[src/rtl/fnps_pkg.sv]
// Shared constants and controller/datapath interface types for the prime sieve.
// Used by fnps_ctrl, fnps_datapath and first_n_primes_sieve_top.
package fnps_pkg;

   // Sieve and request sizing
   localparam int MAP_SIZE   = 512;
   localparam int MAX_PRIMES = 64;
   localparam int COUNT_W    = 8;                          // request count field
   localparam int PRIME_W    = $clog2(MAP_SIZE);           // 9, prime field
   localparam int ADDR_W     = PRIME_W + 1;                // room for stepping past the end
   localparam int NUM_W      = $clog2(MAX_PRIMES + 1);     // 7, holds 0..MAX_PRIMES
   localparam int ROOT_W     = 5;                          // base value 2..23

   // Commands from the controller to the datapath
   typedef struct packed {
      logic start;       // latch count, clear address
      logic load_empty;  // put the empty result in the output register
      logic clr_step;    // write 0 at address, address + 1
      logic init_base;   // base value <= 2
      logic rd_base;     // read the map at the base value
      logic mark_start;  // address <= base * base
      logic mark_step;   // write 1 at address, address + base
      logic next_base;   // base value + 1
      logic scan_start;  // address <= 2
      logic rd_addr;     // read the map at address
      logic load_prime;  // put address in the output register as a prime
      logic addr_inc;    // address + 1
   } cmd_type;

   // Status from the datapath to the controller
   typedef struct packed {
      logic small_req;   // incoming count is 0 or 1
      logic clr_done;    // clearing is at the final entry
      logic base_done;   // base * base has reached the sieve size
      logic rd_bit;      // registered map bit
      logic mark_done;   // marking address is past the end
      logic out_taken;   // output item is accepted this cycle
      logic out_last;    // output item carries the last flag
   } status_type;

endpackage

[src/rtl/fnps_ctrl.sv]
// Controller state machine for the prime sieve: clear, mark, scan, emit.
// Depends on fnps_pkg for the command and status types.
module fnps_ctrl (
   input  logic                clock,
   input  logic                reset,
   input  logic                req_valid,
   output logic                req_stall,
   input  fnps_pkg::status_type status,
   output fnps_pkg::cmd_type    cmd
);

   localparam logic [2:0] ST_IDLE     = 3'd0;
   localparam logic [2:0] ST_CLEAR    = 3'd1;
   localparam logic [2:0] ST_BASE     = 3'd2;
   localparam logic [2:0] ST_BASE_CHK = 3'd3;
   localparam logic [2:0] ST_MARK     = 3'd4;
   localparam logic [2:0] ST_SCAN_RD  = 3'd5;
   localparam logic [2:0] ST_SCAN_CHK = 3'd6;
   localparam logic [2:0] ST_OUT      = 3'd7;

   logic [2:0] state_ff;
   logic [2:0] state_in;

   // Only the idle state takes a new item
   assign req_stall = (state_ff != ST_IDLE);

   // Next state and commands
   always_comb begin
      state_in = state_ff;
      cmd      = '0;
      unique case (state_ff)
         ST_IDLE: begin
            if (req_valid) begin
               if (status.small_req) begin
                  cmd.load_empty = 1'b1;
                  state_in       = ST_OUT;
               end else begin
                  cmd.start = 1'b1;
                  state_in  = ST_CLEAR;
               end
            end
         end
         ST_CLEAR: begin
            cmd.clr_step = 1'b1;
            if (status.clr_done) begin
               cmd.init_base = 1'b1;
               state_in      = ST_BASE;
            end
         end
         ST_BASE: begin
            if (status.base_done) begin
               cmd.scan_start = 1'b1;
               state_in       = ST_SCAN_RD;
            end else begin
               cmd.rd_base = 1'b1;
               state_in    = ST_BASE_CHK;
            end
         end
         ST_BASE_CHK: begin
            if (!status.rd_bit) begin
               cmd.mark_start = 1'b1;
               state_in       = ST_MARK;
            end else begin
               cmd.next_base = 1'b1;
               state_in      = ST_BASE;
            end
         end
         ST_MARK: begin
            if (status.mark_done) begin
               cmd.next_base = 1'b1;
               state_in      = ST_BASE;
            end else begin
               cmd.mark_step = 1'b1;
            end
         end
         ST_SCAN_RD: begin
            cmd.rd_addr = 1'b1;
            state_in    = ST_SCAN_CHK;
         end
         ST_SCAN_CHK: begin
            if (!status.rd_bit) begin
               cmd.load_prime = 1'b1;
               state_in       = ST_OUT;
            end else begin
               cmd.addr_inc = 1'b1;
               state_in     = ST_SCAN_RD;
            end
         end
         ST_OUT: begin
            if (status.out_taken) begin
               if (status.out_last) begin
                  state_in = ST_IDLE;
               end else begin
                  cmd.addr_inc = 1'b1;
                  state_in     = ST_SCAN_RD;
               end
            end
         end
         default: begin
            state_in = ST_IDLE;
         end
      endcase
   end

   always_ff @(posedge clock) begin
      if (reset) begin
         state_ff <= ST_IDLE;
      end else begin
         state_ff <= state_in;
      end
   end

endmodule

[src/rtl/fnps_datapath.sv]
// Datapath for the prime sieve: bitmap memory, address and base counters,
// request count and the output register. Depends on fnps_pkg.
module fnps_datapath (
   input  logic                               clock,
   input  logic                               reset,
   input  fnps_pkg::cmd_type                  cmd,
   output fnps_pkg::status_type               status,
   input  logic [fnps_pkg::COUNT_W-1:0]       req_count,
   output logic                               rsp_valid,
   input  logic                               rsp_stall,
   output logic [fnps_pkg::PRIME_W-1:0]       rsp_prime,
   output logic                               rsp_empty_res,
   output logic                               rsp_last
);

   // Bitmap: one bit per value, set when composite
   logic mem [fnps_pkg::MAP_SIZE];
   logic rd_bit_ff;

   logic [fnps_pkg::ADDR_W-1:0] addr_ff;
   logic [fnps_pkg::ADDR_W-1:0] addr_in;
   logic [fnps_pkg::ROOT_W-1:0] base_ff;
   logic [fnps_pkg::ROOT_W-1:0] base_in;
   logic [fnps_pkg::NUM_W-1:0]  want_ff;
   logic [fnps_pkg::NUM_W-1:0]  want_in;
   logic [fnps_pkg::NUM_W-1:0]  sent_ff;
   logic [fnps_pkg::NUM_W-1:0]  sent_in;

   logic                        out_valid_ff;
   logic                        out_valid_in;
   logic [fnps_pkg::PRIME_W-1:0] out_prime_ff;
   logic [fnps_pkg::PRIME_W-1:0] out_prime_in;
   logic                        out_empty_ff;
   logic                        out_empty_in;
   logic                        out_last_ff;
   logic                        out_last_in;

   logic [fnps_pkg::ADDR_W-1:0]  base_sq;
   logic [fnps_pkg::ADDR_W-1:0]  base_ext;
   logic [fnps_pkg::PRIME_W-1:0] rd_addr;
   logic                         wr_en;
   logic                         wr_data;
   logic                         rd_en;
   logic                         out_taken;
   logic                         is_final;

   assign base_ext  = fnps_pkg::ADDR_W'(base_ff);
   assign base_sq   = base_ext * base_ext;
   assign out_taken = out_valid_ff && !rsp_stall;
   assign is_final  = ((sent_ff + 1'b1) == want_ff);

   // Memory port control
   assign wr_en   = cmd.clr_step || cmd.mark_step;
   assign wr_data = cmd.mark_step;
   assign rd_en   = cmd.rd_base || cmd.rd_addr;
   assign rd_addr = cmd.rd_base ? fnps_pkg::PRIME_W'(base_ff)
                                : addr_ff[fnps_pkg::PRIME_W-1:0];

   always_ff @(posedge clock) begin
      if (wr_en) begin
         mem[addr_ff[fnps_pkg::PRIME_W-1:0]] <= wr_data;
      end
      if (rd_en) begin
         rd_bit_ff <= mem[rd_addr];
      end
   end

   // Status back to the controller
   always_comb begin
      status.small_req = (req_count <= fnps_pkg::COUNT_W'(1));
      status.clr_done  = (addr_ff == fnps_pkg::ADDR_W'(fnps_pkg::MAP_SIZE - 1));
      status.base_done = (base_sq >= fnps_pkg::ADDR_W'(fnps_pkg::MAP_SIZE));
      status.rd_bit    = rd_bit_ff;
      status.mark_done = (addr_ff >= fnps_pkg::ADDR_W'(fnps_pkg::MAP_SIZE));
      status.out_taken = out_taken;
      status.out_last  = out_last_ff;
   end

   // Address, base and counters
   always_comb begin
      addr_in = addr_ff;
      base_in = base_ff;
      want_in = want_ff;
      sent_in = sent_ff;
      priority if (cmd.start) begin
         addr_in = '0;
         sent_in = '0;
         if (req_count > fnps_pkg::COUNT_W'(fnps_pkg::MAX_PRIMES)) begin
            want_in = fnps_pkg::NUM_W'(fnps_pkg::MAX_PRIMES);
         end else begin
            want_in = req_count[fnps_pkg::NUM_W-1:0];
         end
      end else if (cmd.clr_step || cmd.addr_inc) begin
         addr_in = addr_ff + 1'b1;
      end else if (cmd.mark_start) begin
         addr_in = base_sq;
      end else if (cmd.mark_step) begin
         addr_in = addr_ff + base_ext;
      end else if (cmd.scan_start) begin
         addr_in = fnps_pkg::ADDR_W'(2);
      end else if (cmd.load_prime) begin
         sent_in = sent_ff + 1'b1;
      end else begin
         addr_in = addr_ff;
      end
      if (cmd.init_base) begin
         base_in = fnps_pkg::ROOT_W'(2);
      end else if (cmd.next_base) begin
         base_in = base_ff + 1'b1;
      end
   end

   // Output register: holds an item until it is taken
   always_comb begin
      out_valid_in = out_valid_ff;
      out_prime_in = out_prime_ff;
      out_empty_in = out_empty_ff;
      out_last_in  = out_last_ff;
      if (out_taken) begin
         out_valid_in = 1'b0;
      end
      if (cmd.load_empty) begin
         out_valid_in = 1'b1;
         out_prime_in = '0;
         out_empty_in = 1'b1;
         out_last_in  = 1'b1;
      end else if (cmd.load_prime) begin
         out_valid_in = 1'b1;
         out_prime_in = addr_ff[fnps_pkg::PRIME_W-1:0];
         out_empty_in = 1'b0;
         out_last_in  = is_final;
      end
   end

   always_ff @(posedge clock) begin
      if (reset) begin
         out_valid_ff <= 1'b0;
         addr_ff      <= '0;
         base_ff      <= '0;
         want_ff      <= '0;
         sent_ff      <= '0;
      end else begin
         out_valid_ff <= out_valid_in;
         addr_ff      <= addr_in;
         base_ff      <= base_in;
         want_ff      <= want_in;
         sent_ff      <= sent_in;
      end
   end

   always_ff @(posedge clock) begin
      out_prime_ff <= out_prime_in;
      out_empty_ff <= out_empty_in;
      out_last_ff  <= out_last_in;
   end

   assign rsp_valid     = out_valid_ff;
   assign rsp_prime     = out_prime_ff;
   assign rsp_empty_res = out_empty_ff;
   assign rsp_last      = out_last_ff;

endmodule

[src/rtl/first_n_primes_sieve_top.sv]
// A count of 0 or 1 gives its one empty item the cycle after acceptance.
// Otherwise the bitmap is cleared entry by entry, then marked from each unmarked base
// (one bitmap write per cycle), then scanned with a read state and a check state per
// value checked; each prime found waits in the output register until it is taken.
// Throughput: one request at a time; the controller takes a new request only when idle.
// Reset: synchronous, clears controller and counters; the bitmap is cleared per sieve run.
module first_n_primes_sieve_top (
   input  logic                          clock,
   input  logic                          reset,
   input  logic                          req_valid,
   output logic                          req_stall,
   input  logic [fnps_pkg::COUNT_W-1:0]  req_count,
   output logic                          rsp_valid,
   input  logic                          rsp_stall,
   output logic [fnps_pkg::PRIME_W-1:0]  rsp_prime,
   output logic                          rsp_empty_res,
   output logic                          rsp_last
);

   fnps_pkg::cmd_type    cmd;
   fnps_pkg::status_type status;

   // Sequencer
   fnps_ctrl u_ctrl (
      .clock     (clock),
      .reset     (reset),
      .req_valid (req_valid),
      .req_stall (req_stall),
      .status    (status),
      .cmd       (cmd)
   );

   // Bitmap, counters and output register
   fnps_datapath u_datapath (
      .clock         (clock),
      .reset         (reset),
      .cmd           (cmd),
      .status        (status),
      .req_count     (req_count),
      .rsp_valid     (rsp_valid),
      .rsp_stall     (rsp_stall),
      .rsp_prime     (rsp_prime),
      .rsp_empty_res (rsp_empty_res),
      .rsp_last      (rsp_last)
   );

endmodule

[config.mk]
export PLATFORM = sky130hd
export DESIGN_NAME = first_n_primes_sieve_top
export DESIGN_NICKNAME = d
export VERILOG_FILES = /design/src/rtl/fnps_pkg.sv /design/src/rtl/fnps_ctrl.sv /design/src/rtl/fnps_datapath.sv /design/src/rtl/first_n_primes_sieve_top.sv
export SDC_FILE = /design/constraint.sdc
export NUM_CORES = 1
export LEC_CHECK = 0
export ABC_CLOCK_PERIOD_IN_PS = 60500
export BUFFER_PORTS_ARGS = -buffer_cell sky130_fd_sc_hd__buf_4
export CAP_MARGIN = 30
export CORE_MARGIN = 5
export CORE_UTILIZATION = 30
export DETAILED_ROUTE_END_ITERATION = 10
export GPL_ROUTABILITY_DRIVEN = 0
export PLACE_DENSITY = 0.56
export REMOVE_ABC_BUFFERS = 1
export SYNTH_ARGS = -nofsm -noshare
export SYNTH_HDL_FRONTEND = slang
export SYNTH_HIERARCHICAL = 1
export SYNTH_SLANG_ARGS = --single-unit
[constraint.sdc]
create_clock -name clock -period 60.5 [get_ports clock]
set_input_delay 3.025 -clock clock [delete_from_list [all_inputs] [get_ports clock]]
set_output_delay 3.025 -clock clock [all_outputs]
set_load 0.1 [all_outputs]
=== After elaboration in Yosys (flattened, before gate mapping) ===
Memory sizes are Yosys's and may differ from the RTL's. A register that Yosys moved wholly into a read port is not among the register bits.
Index checks and enable logic that the tools add are counted.

* Memories kept: 1
* RAM bits: 512
* Register bits after elaboration: 44

{| class="wikitable"
|+ Memories
! memory !! depth !! bits a word !! rd ports !! clocked after Yosys merged registers in !! write ports !! RTL line !! source
|-
| u_datapath.mem || 512 || 1 || 1 || 1 || 1 || fnps_datapath.sv:17 || <nowiki>logic mem [fnps_pkg::MAP_SIZE];</nowiki>
|}

* $add $sub $neg: 4
* Magnitude comparators: 4
* Mux-type cells: 45
* Reduce and logical (&&, ||, !) cells: 14
* $mul: 1
* Equal/unequal tests: 13
* Bitwise gates (word level): 4

{| class="wikitable"
|+ Operator list
! kind !! count
|-
| 10-bit 2-to-1 mux || 4
|-
| 3-bit 2-to-1 mux || 8
|-
| 3-bit case mux with 8 select lines || 1
|-
| 1-bit 2-to-1 mux || 22
|-
| 10-bit >= comparator (second input constant) || 2
|-
| 3-bit == test (second input constant) || 4
|-
| 2-bit 2-to-1 mux || 6
|-
| 10-bit by 1-bit adder with 10-bit output (second input constant) || 1
|-
| 10-bit by 5-bit adder with 10-bit output || 1
|-
| 10-bit by 9-bit == test with 1-bit output (second input constant) || 1
|-
| 5-bit by 5-bit multiplier with 10-bit output || 1
|-
| 9-bit 2-to-1 mux || 1
|-
| 8-bit by 7-bit > comparator with 1-bit output (second input constant) || 1
|-
| 8-bit by 1-bit <= comparator with 1-bit output (second input constant) || 1
|-
| 7-bit by 1-bit adder with 7-bit output (second input constant) || 1
|-
| 7-bit == test || 1
|-
| 7-bit 2-to-1 mux || 1
|-
| 3-bit by 2-bit == test with 1-bit output (second input constant) || 2
|-
| 2-bit inequality test (second input constant) || 3
|-
| 3-bit nonzero test || 2
|-
| 5-bit by 1-bit adder with 5-bit output (second input constant) || 1
|-
| 5-bit AND reduction || 1
|-
| 1-bit NOT || 4
|-
| 1-bit case mux with 2 select lines || 2
|-
| 10 further kinds || 13
|}

=== Longest topological paths before layout ===
* Depth after elaboration: 8
* Mapped depth: 27
* Depth with buffers taken out: 22

=== By module ===
Netlist, hierarchy kept.

{| class="wikitable"
|+ By module, submodules not included
! module !! cells an instance !! instances !! area each (µm²)
|-
| fnps_datapath || 2328 || 1 || 25679.6
|-
| fnps_ctrl || 53 || 1 || 386.6
|}

=== Least setup slack after synthesis ===
Ideal clock, no wire load.

* Path type: register -> register
* Start point: reg u_ctrl.state_ff[2]
* End point: mem u_datapath.mem[0] (data pin)
* Slack: 41600 ps
* Period minus slack after synthesis: 18900 ps
* Data required time: 57305 ps
* Arrival: 15705 ps
* Setup time: 3195 ps
* Cell stages (with the launch flop): 2
* Path through: dfxtp_1 > nor4b_2

{| class="wikitable"
|+ RTL lines
! element !! RTL line !! source
|-
| start, declared || fnps_ctrl.sv:21 || <nowiki>logic [2:0] state_ff;</nowiki>
|-
| start signal, assigned || fnps_ctrl.sv:109 || <nowiki>state_ff <= state_in;</nowiki>
|-
| end, declared || fnps_datapath.sv:17 ||
|}

==> key figures <==
Layout
  • Antenna fix cells: 0
  • Most frequent cells in the layout: nor2_1, edfxtp_1, nand2_1
  • Commonest non-fill, non-tap cell in the layout: nor2_1
  • Layout cells sized above 1: 9.05%
  • Layout Nets: 2365
  • Final core utilization: 34.1%
  • Non-Filler Instances: 3530
  • Area growth syn-to-layout: 13.1%
  • Fill cells: 8626

Clock network
  • Max H-tree Level: 2
  • CTS tree: done
  • Clock transition at path regs: 70 ps
  • Post-CTS sizing: 0
  • Post-CTS Setup Inserts: 0
  • Clock sink count: 557
  • CTS root buffer: clkbuf_16
  • CTS buffer count: 59
  • Post-CTS Hold Buffers: 0
  • CTS max path bufs: 3
  • Worst-Skew Late Latency: 650 ps

Pwr
  • Sequential share of power: 48.0%
  • Pwr Total: 877 uW
  • Switching share of total power: 24.8%
  • Internal Power: 660 uW
  • Power share of the combinational group: 9.4%
  • Leakage: 0.00932 uW
  • Clock power share: 42.6%
  • Peak VDD IR: 0.0000242 V
  • NetSw: 217 uW
  • PwrDens: 29.7 nW/um^2

Die
  • # rows: 108
  • I/O pins: 25
  • Core Area: 86500 um^2
  • Die width: 305 um
  • Height of the die: 305 um
  • Die Area: 92900 um^2
  • Initial Util: 30.1%

Route
  • WL per Instance: 21.6 um
  • Met3 wire len: 6750 um
  • DR iter-0 viols: 1932
  • Drt total wl: 76300 um
  • First-pass DRT Iterations: 6
  • Met2 WL post-DR: 35500 um
  • Met1 wire length: 31700 um
  • Vias/cell: 5.31
  • ANT nets after route: 0
  • Vias: 18700
  • # DRC: 0
  • Top Layer Used: met4

Critical path
  • Worst EP required: 61000 ps
  • Crit end category: register
  • Crit-path max FO: 46
  • WS Path Type: reg2reg
  • Critical Path AT: 9130 ps
  • Startpoint types: register

Timing
  • Final worst setup slack: 51870 ps
  • Setup TNS: 0 ps
  • Worst slew margin: 25.9%
  • Final setup fails: 0
  • Setup Skew: 37.6 ps
  • Fin crit share: 14.3%
  • Worst-Margin Slew: 1110 ps
  • Crit path time final: 8630 ps
  • Max Clk Rate: 116 MHz
  • Final hold vios: 0
  • Final Max Slew Viols: 0
  • RSZ-0062 raised after global routing: false

Synthesis
  • Ranking of synthesized cells by area: edfxtp_1, nor2_1, mux2i_1
  • FFs w/ async S/R, synth: 0%
  • Synth Flop Type: edfxtp_1
  • Avg Cell Area, Syn: 10.9 um^2
  • Top-area cell type share of the netlist area: 59.1%
  • Post-Synthesis Cells: 2381
  • Distinct cells, synth: 78
  • Post-synth EDFFs: 513
  • Cell Area, Synth: 26100 um^2
  • Synth area leader: edfxtp_1
  • Yosys reg bits: 557
  • Seq/Total Area, Yosys: 62.5%
  • Synth warn: 6

GRT
  • Vias in the first global route: 18300
  • Global-route wire length before repair: 113000 um
  • Initial antenna violation count: 0
  • Total GRT Usage: 15.7%
  • GRT overflow: 0
  • Largest net degree at the start of global routing: 246

Place
  • Place WS: 52100 ps
  • PortBufs: 24
  • Inst Count DP: 3420
  • Hpwl dp: 43200 um

Run status
  • Outcome: finished clean

Worst hold path
  • Min-delay worst type: reg2reg

Run
  • Max_cap viols: 0
-- Yosys cell counts, types with 12 or more instances --
cell	count
a211oi_1	23
a21oi_1	90
buf_1	12
buf_2	23
buf_4	13
clkbuf_1	141
dfxtp_1	44
edfxtp_1	513
ha_1	22
inv_1	27
mux2i_1	160
nand2_1	304
nand3_1	117
nor2_1	580
nor3_1	21
o21ai_0	32
o221ai_1	53
o22ai_1	14
xnor2_1	14
-- final timing paths --
| check | start | endpoint | slack (ps) | cells past startpoint |
|---|---|---|---|---|
| worst min register to register | u_datapath/rsp_empty_res$_SDFFE_PP1P_ | u_datapath/rsp_empty_res$_SDFFE_PP1P_ | 460 | 1 |
| worst max-delay path | u_datapath/base_ff[0]$_SDFFE_PP0P_ | u_datapath/rd_bit_ff$_DFFE_PP_ | 51870 | 24 |
| worst max register to register | u_datapath/base_ff[0]$_SDFFE_PP0P_ | u_datapath/rd_bit_ff$_DFFE_PP_ | 51870 | 24 |
| worst min-delay path | u_datapath/rsp_empty_res$_SDFFE_PP1P_ | u_datapath/rsp_empty_res$_SDFFE_PP1P_ | 460 | 1 |
-- per-stage QoR --
step	hold slack (ps)	cell area, um^2
3_5_place_dp	452	27500
5_1_grt	489	29500
3_3_place_gp	443	27400
2_1_floorplan	452	25200
6_report	458	29500
4_1_cts	466	29500
-- registers in the layout, indices dropped and copies added, names as in the netlist --
| signal | flops |
|---|---|
| u_datapath/want_ff | 7 |
| u_datapath/rsp_last | 1 |
| u_datapath/rsp_empty_res | 1 |
| u_datapath/sent_ff | 7 |
| u_datapath/rsp_prime | 9 |
| u_datapath/base_ff | 5 |
| u_datapath/rd_bit_ff | 1 |
| u_datapath/rsp_valid | 1 |
| u_ctrl/state_ff | 3 |
| u_datapath/mem | 512 |
| u_datapath/addr_ff | 10 |
-- worst max-delay path, stage by stage, from the launching register on --
cell and delay (ps):
dfxtp_1 610, and2_1 230, inv_1 60, fa_1 450
fa_1 520, inv_1 60, fa_1 450, ha_1 350
a21oi_1 210, o21ai_0 160, a21oi_1 280, o21ai_0 120
a21oi_1 260, xor2_1 180, nor4b_2 260, buf_4 510
mux2_4 560, buf_4 550, buf_4 650, mux4_2 330
nand2_1 60, a2111oi_0 590, o211ai_1 180, a211oi_1 580
or4_1 230
-- power by group through the flow --
stage                     Sequential, uW  Combinational [uW]  Clock [uW]
after floorplan                      439                48.1           0
after CTS                            421                81.8         382
after global routing                 421                87.4         398
after global placement               429                80.6           0
final                                421                82.4         374
after detailed placement             429                81.6           0
-- per-layer routing --
layer / track usage [%] / vias up
li1: - / 8355
met1: 20.9 / 9431
met2: 25.7 / 800
met3: 3.51 / 148
met4: 4.89 / 0
met5: 0 / -
-- layout make-up --
class	count	area, um^2	share of cell area [%]
sequential	557	16300	55.2
multi-input combinational	1604	9000	30.5
clock buffer	67	1510	5.11
tap	1155	1450	4.90
timing repair buffer	76	661	2.24
clock inverter	43	488	1.65
inverter	28	105	0.356
-- logic make-up (layout without fill, tap and decap cells) --
kind of cell	count (synthesis)	after routing	share of synthesized area (%)
mux	172	172	6.99
buf+inv	220	214	3.55
xor+xnor	25	25	0.840
simple gates	1099	1099	17.5
fa+ha+maj	27	27	1.44
compound gates	281	281	7.25
flops	557	557	62.5
No activity file was read; power rests on OpenSTA's default activity.
